**src/sv/pressure_temperature_compensation_top_assert.svh**
```systemverilog
// assertion macros for the compensation pipeline
`ifndef PRESSURE_TEMPERATURE_COMPENSATION_TOP_ASSERT_SVH
`define PRESSURE_TEMPERATURE_COMPENSATION_TOP_ASSERT_SVH
`ifndef SYNTHESIS
// condition that must hold at every clock edge outside reset
`define PTC_ASSERT_ALWAYS(lbl, cond, msg) \
    lbl: assert property (@(posedge i_clk) disable iff (!i_rst_n) (cond)) \
        else $error(msg);
// consequence that must hold in the cycle after the antecedent
`define PTC_ASSERT_NEXT(lbl, ante, cons, msg) \
    lbl: assert property (@(posedge i_clk) disable iff (!i_rst_n) (ante) |=> (cons)) \
        else $error(msg);
`else
`define PTC_ASSERT_ALWAYS(lbl, cond, msg)
`define PTC_ASSERT_NEXT(lbl, ante, cons, msg)
`endif
`endif

```
**src/sv/ptc_mul.sv**
```systemverilog
// pipelined signed multiply-accumulate built from 32-bit partial products
module ptc_mul #(
    parameter int AW = 32,
    parameter int BW = 32,
    parameter int RW = 64
) (
    input  logic                 i_clk,
    input  logic                 i_en,
    input  logic signed [AW-1:0] i_a,
    input  logic signed [BW-1:0] i_b,
    input  logic signed [RW-1:0] i_c,
    output logic signed [RW-1:0] o_y
);
    localparam int CW  = 32;
    localparam int NA  = (AW + CW - 1) / CW;
    localparam int NB  = (BW + CW - 1) / CW;
    localparam int AXW = NA * CW;
    localparam int BXW = NB * CW;
    localparam int PW  = 2 * CW + 2;

    logic signed [AXW-1:0] w_a_ext;
    logic signed [BXW-1:0] w_b_ext;
    logic signed [PW-1:0]  w_pp [NA*NB];
    logic signed [PW-1:0]  r_pp [NA*NB];
    logic signed [RW-1:0]  w_row [NB];
    logic signed [RW-1:0]  r_row [NB];
    logic signed [RW-1:0]  r_c1;
    logic signed [RW-1:0]  r_c2;
    logic signed [RW-1:0]  w_sum;
    logic signed [RW-1:0]  r_y;

    assign w_a_ext = AXW'(i_a);
    assign w_b_ext = BXW'(i_b);

    // digit products: low digits unsigned, top digit carries the sign
    always_comb begin
        for (int i = 0; i < NA; i++) begin
            for (int j = 0; j < NB; j++) begin
                w_pp[i*NB+j] =
                    $signed({(i == NA - 1) ? w_a_ext[i*CW+CW-1] : 1'b0, w_a_ext[i*CW +: CW]}) *
                    $signed({(j == NB - 1) ? w_b_ext[j*CW+CW-1] : 1'b0, w_b_ext[j*CW +: CW]});
            end
        end
    end

    // one row per digit of b
    always_comb begin
        for (int j = 0; j < NB; j++) begin
            w_row[j] = '0;
            for (int i = 0; i < NA; i++) begin
                w_row[j] = w_row[j] + (RW'(r_pp[i*NB+j]) <<< (i * CW));
            end
        end
    end

    // rows plus addend
    always_comb begin
        w_sum = r_c2;
        for (int j = 0; j < NB; j++) begin
            w_sum = w_sum + (r_row[j] <<< (j * CW));
        end
    end

    // three register stages, all held on stall
    always_ff @(posedge i_clk) begin
        if (i_en) begin
            r_pp  <= w_pp;
            r_c1  <= i_c;
            r_row <= w_row;
            r_c2  <= r_c1;
            r_y   <= w_sum;
        end
    end

    assign o_y = r_y;

endmodule

```
**config.mk**
```make
export PLATFORM = sky130hd
export DESIGN_NAME = ptc_mul
export DESIGN_NICKNAME = d
export VERILOG_FILES = /design/src/sv/pressure_temperature_compensation_top_assert.svh /design/src/sv/ptc_mul.sv
export SDC_FILE = /design/constraint.sdc
export NUM_CORES = 2
export LEC_CHECK = 0
export ABC_AREA = 1
export BUFFER_PORTS_ARGS = -buffer_cell sky130_fd_sc_hd__buf_2
export CAP_MARGIN = 20
export CORE_MARGIN = 8
export CORE_UTILIZATION = 40
export DETAILED_ROUTE_END_ITERATION = 8
export PLACE_DENSITY_LB_ADDON = 0.05
export SLEW_MARGIN = 30
export SYNTH_ARGS = -nofsm -noshare
export SYNTH_HDL_FRONTEND = slang
export SYNTH_SLANG_ARGS = --single-unit
```
**constraint.sdc**
```tcl
create_clock -name i_clk -period 8.2 [get_ports i_clk]
set_input_delay 0.41 -clock i_clk [delete_from_list [all_inputs] [get_ports i_clk]]
set_output_delay 0.41 -clock i_clk [all_outputs]
set_load 0.02 [all_outputs]
```
# [Yosys cells after proc, flatten, opt, wreduce, memory -nomap -nowiden]
# Cells that the tools add are included.
[totals] register_bits=320 out_inout_bits=64 elab_cells=7
[classes] addsub=1 multipliers=1
[ops] operator="$add 64x64->64" count=1
[ops] operator="$mul 32x32->64" count=1

# [Logic depth before layout (Yosys ltp)]
[depth] ltp_word=1 depth_mapped=31 depth_no_buf=30

# [Worst setup path before layout]
# OpenSTA, ideal clock, no wires.
[synth_timing] path_kind="input to register" from="in i_a[31]" to="reg r_pp[54] (netlist name), data pin" arrival_time_ns=6.944 t_required_ns=7.947 slack_ns=1.003 path_stages=27 n_path_buf=1 path_cell_list="clkbuf_1 nand2_1 inv_1 fa_1 inv_1 fa_1 inv_1 fa_1 fa_1 inv_1 fa_1 inv_1 fa_1 inv_1 fa_1 inv_1 fa_1 ha_1 nand2_1 nor2_1 inv_1 nor3_4 nand2_1 nor3_1 nand2_1 nand4_1 nand2_1"
[synth_rtl] element="from (decl)" line="ptc_mul.sv:9" text="input logic signed [AW-1:0] i_a,"
[synth_rtl] element="to (signal assigned)" line="ptc_mul.sv:67" text="r_pp <= w_pp;"
[synth_rtl] element="to (decl)" line="ptc_mul.sv:24" text="logic signed [PW-1:0] r_pp [NA*NB];"

==> out/results.ini <==
[synthesis]
synth_cell_types = 33
synth_fp_nets = 7959
synth_top_area_share = 0.402
synthesis.area_um2 = 53900
yosysSeqAreaShare = 0.178
synthTopCellsByArea = fa_1 40%, edfxtp_1 18%, nand2_1 14%
synthCells = 6499
yosysTopAreaCell = fa_1
avgSynthCellArea_um2 = 8.30
yosysWarnings = 0
ys_ff_latch = 320

[setup_path]
critPathCaptureType = register
r2r_cells = 15
worstSetupPathType = in2reg
worstPathCellList = buf_2 > nand2_1 > fa_1 > fa_1 > buf_4 > fa_1 > inv_1 > fa_1 > fa_1 > fa_1 > inv_1 > fa_1 > inv_1 > fa_1 > ha_1 > buf_4 > nand2_1 > nor2_1 > nand2_1 > nor2_1 > and3_1 > nand2_1 > nand4_1 > nand2_1
path_common_cell = fa_1
worstReg2RegEnd = o_y[62]
cpPeakStageDelay_ns = 0.72
r2r_slack_ns = 5.47
crit_path_start_kind = primary input
path_max_fanout = 32
cpMaxStageDelayCell = fa_1
crit_arrival_ns = 7.62
r2r-start = r_row[0]
worstPathRequired_ns = 8.47

[cts]
cts_buffers = 34
clock-sinks = 320
clk_path_buf_depth = 3
cts_tree = built
cts_resized = 0
path_clk_slew_ns = 0.06
clkLatencyLatePin_ns = 0.55
cts_htree_levels = 2
ctsHoldBuffers = 0
post_cts_buffers = 0
root_buffer = clkbuf_16

[detailed_routing]
routedWlPerCell_um = 19.7
drtPass1Iterations = 6
drcViolationCount = 0
first_iter_violations = 2233
route.vias.total = 39900
ant_nets = 0
wirelength_mm = 167
drt-vias-per-instance = 4.72

[floorplanning]
die_y_um = 383
die_w_um = 383
row_count = 134
die-area_um2 = 147000
ios = 194
start_util = 0.404
core_region_area_um2 = 134000

[sta]
final-hold-violation-count = 0
fin_skew_ns = 0.0293
post-route-min-period_ns = 7.35
tightest_slew_ns = 0.975
rsz0062_at_grt = no
max_slew_margin = 0.350
fin_tns_setup_ns = 0
period_share = 0.896
fmaxAchievable_ghz = 0.136
slew_viol_final = 0
setup_violations = 0

[grt]
grt_use_met1 = 0.309
antenna_found_initial = 2
grt_max_degree = 149
grt_overflow = 0
use_met2 = 0.408
busiest_layer = met2
grt_usage = 0.231
grt_first_pass_wirelength_mm = 262
met3_usage = 0.0167
grt_pass1_vias = 43800

[min_path]
holdPathEnd = r_c1[1]
hold_class = in2reg
min_from = i_c[1]
holdPathStages = 1

[outcome]
status = finished, final reports clean

[final_layout]
fillers = 13600
area_growth_pct = 8.53
fin_nets = 8117
finalNonFillerCells = 8453
drive_gt1_frac = 0.0694

[placed_design]
place_congestion = 0.895
dp_hpwl_mm = 144
dp_cells = 8389
io_buffers = 193

[job]
maxCapViolations = 0

[metal layers]
| layer | routed length [µm] | part of all wire | vias up |
|---|---|---|---|
| li1 | - | - | 18800 |
| met4 | 4610 | 0.028 | 0 |
| met1 | 74200 | 0.45 | 20000 |
| met2 | 81900 | 0.49 | 792 |
| met5 | 0 | 0 | - |
| met3 | 5800 | 0.035 | 185 |
[final cells by class]
cell class	count	area, µm²	share of cell area
Clock inverter	22	210	0.00359
Clock buffer	39	870	0.0149
Timing Repair Buffer	314	2020	0.0345
Multi-Input combinational cell	4047	36300	0.620
Antenna cell	3	7.51	0.000128
Tap cell	1768	2210	0.0378
Sequential cell	320	9610	0.164
Inverter	1940	7280	0.124
[cells in the final DEF (no fill, tap or decap), types with 3 or more instances in the layout]
cell        Yosys  routed
xor2_1         62      62
nor2_2         27      27
buf_12          0      11
nor3_2          7       7
nand3_1       128     128
clkinvlp_4      0       3
nor4_1          7       7
clkinv_1        0       3
buf_4           0     110
nor2_1        203     203
diode_2         0       3
nand4_1        36      36
nor3_1         18      18
buf_2           0     192
ha_1          247     247
xnor2_1         5       5
nand2_1      1955    1955
clkbuf_16       0      34
a21oi_2         6       6
fa_1         1083    1083
and3_1          5       5
a21oi_1       125     125
inv_6           0       5
clkinv_2        0       5
edfxtp_1      320     320
inv_1        1935    1935
nand3b_1        8       8
a21o_1          3       3
inv_2           5       5
or2_2           8       8
o21ai_0        39      39
clkbuf_1      192       5
nand2_2        24      24
o21bai_1       26      26
nand3_2        15      15
[worst max-delay path, delay by kind of cell]
family        cells  cell delay (ns)
fa+ha+maj         9             4.35
simple gates      9             1.61
buf+inv           6             1.19
[cells in the mapped netlist, drive strengths merged]
master / count
a21o: 3
a21oi: 131
and2: 2
and3: 5
clkbuf: 192
edfxtp: 320
fa: 1083
ha: 247
inv: 1940
nand2: 1980
nand2b: 1
nand3: 143
nand3b: 8
nand4: 36
nor2: 230
nor3: 26
nor4: 8
o21ai: 43
o21bai: 26
or2: 8
xnor2: 5
xor2: 62
[how the worst max path moves through the flow]
stage / startpoint / end / slack, ns
2_1_floorplan: i_a[31] / r_pp[54] / 1.00
3_3_place_gp: i_b[12] / r_pp[50] / 0.34
3_5_place_dp: i_b[12] / r_pp[50] / 0.31
4_1_cts: i_b[12] / r_pp[50] / 0.89
5_1_grt: i_a[31] / r_pp[59] / 0.48
6_report: i_b[12] / r_pp[50] / 0.85
[per-stage QoR]
step                instance area, µm²  worst slack, ns  utilization  hold WS [ns]
floorplan                        53900             1.00            -         0.400
global placement                 57400            0.335        0.430         0.402
detailed placement               57400            0.310        0.430         0.405
CTS                              58500            0.893        0.438        0.0101
global route                     58500            0.479        0.438        0.0153
finish                           58500            0.849        0.438        0.0378
[state kept, by name, indices dropped and copies added (netlist names)]
signal and cells:
r_c2 64, r_c1 64, o_y 64, r_pp 64, r_row 64
[logic make-up (layout without fill, tap and decap cells)]
group / after synthesis / after routing / share of synthesized area
buf+inv: 2132 / 2315 / 0.148
flops: 320 / 320 / 0.178
other cells: 0 / 3 / 0
simple gates: 2447 / 2447 / 0.182
fa+ha+maj: 1330 / 1330 / 0.459
compound gates: 203 / 203 / 0.0207
xor+xnor: 67 / 67 / 0.0109
Power is left out: the tool's default activity adds up to more than one toggle a clock period on the data nets, which glitch-free logic cannot reach.
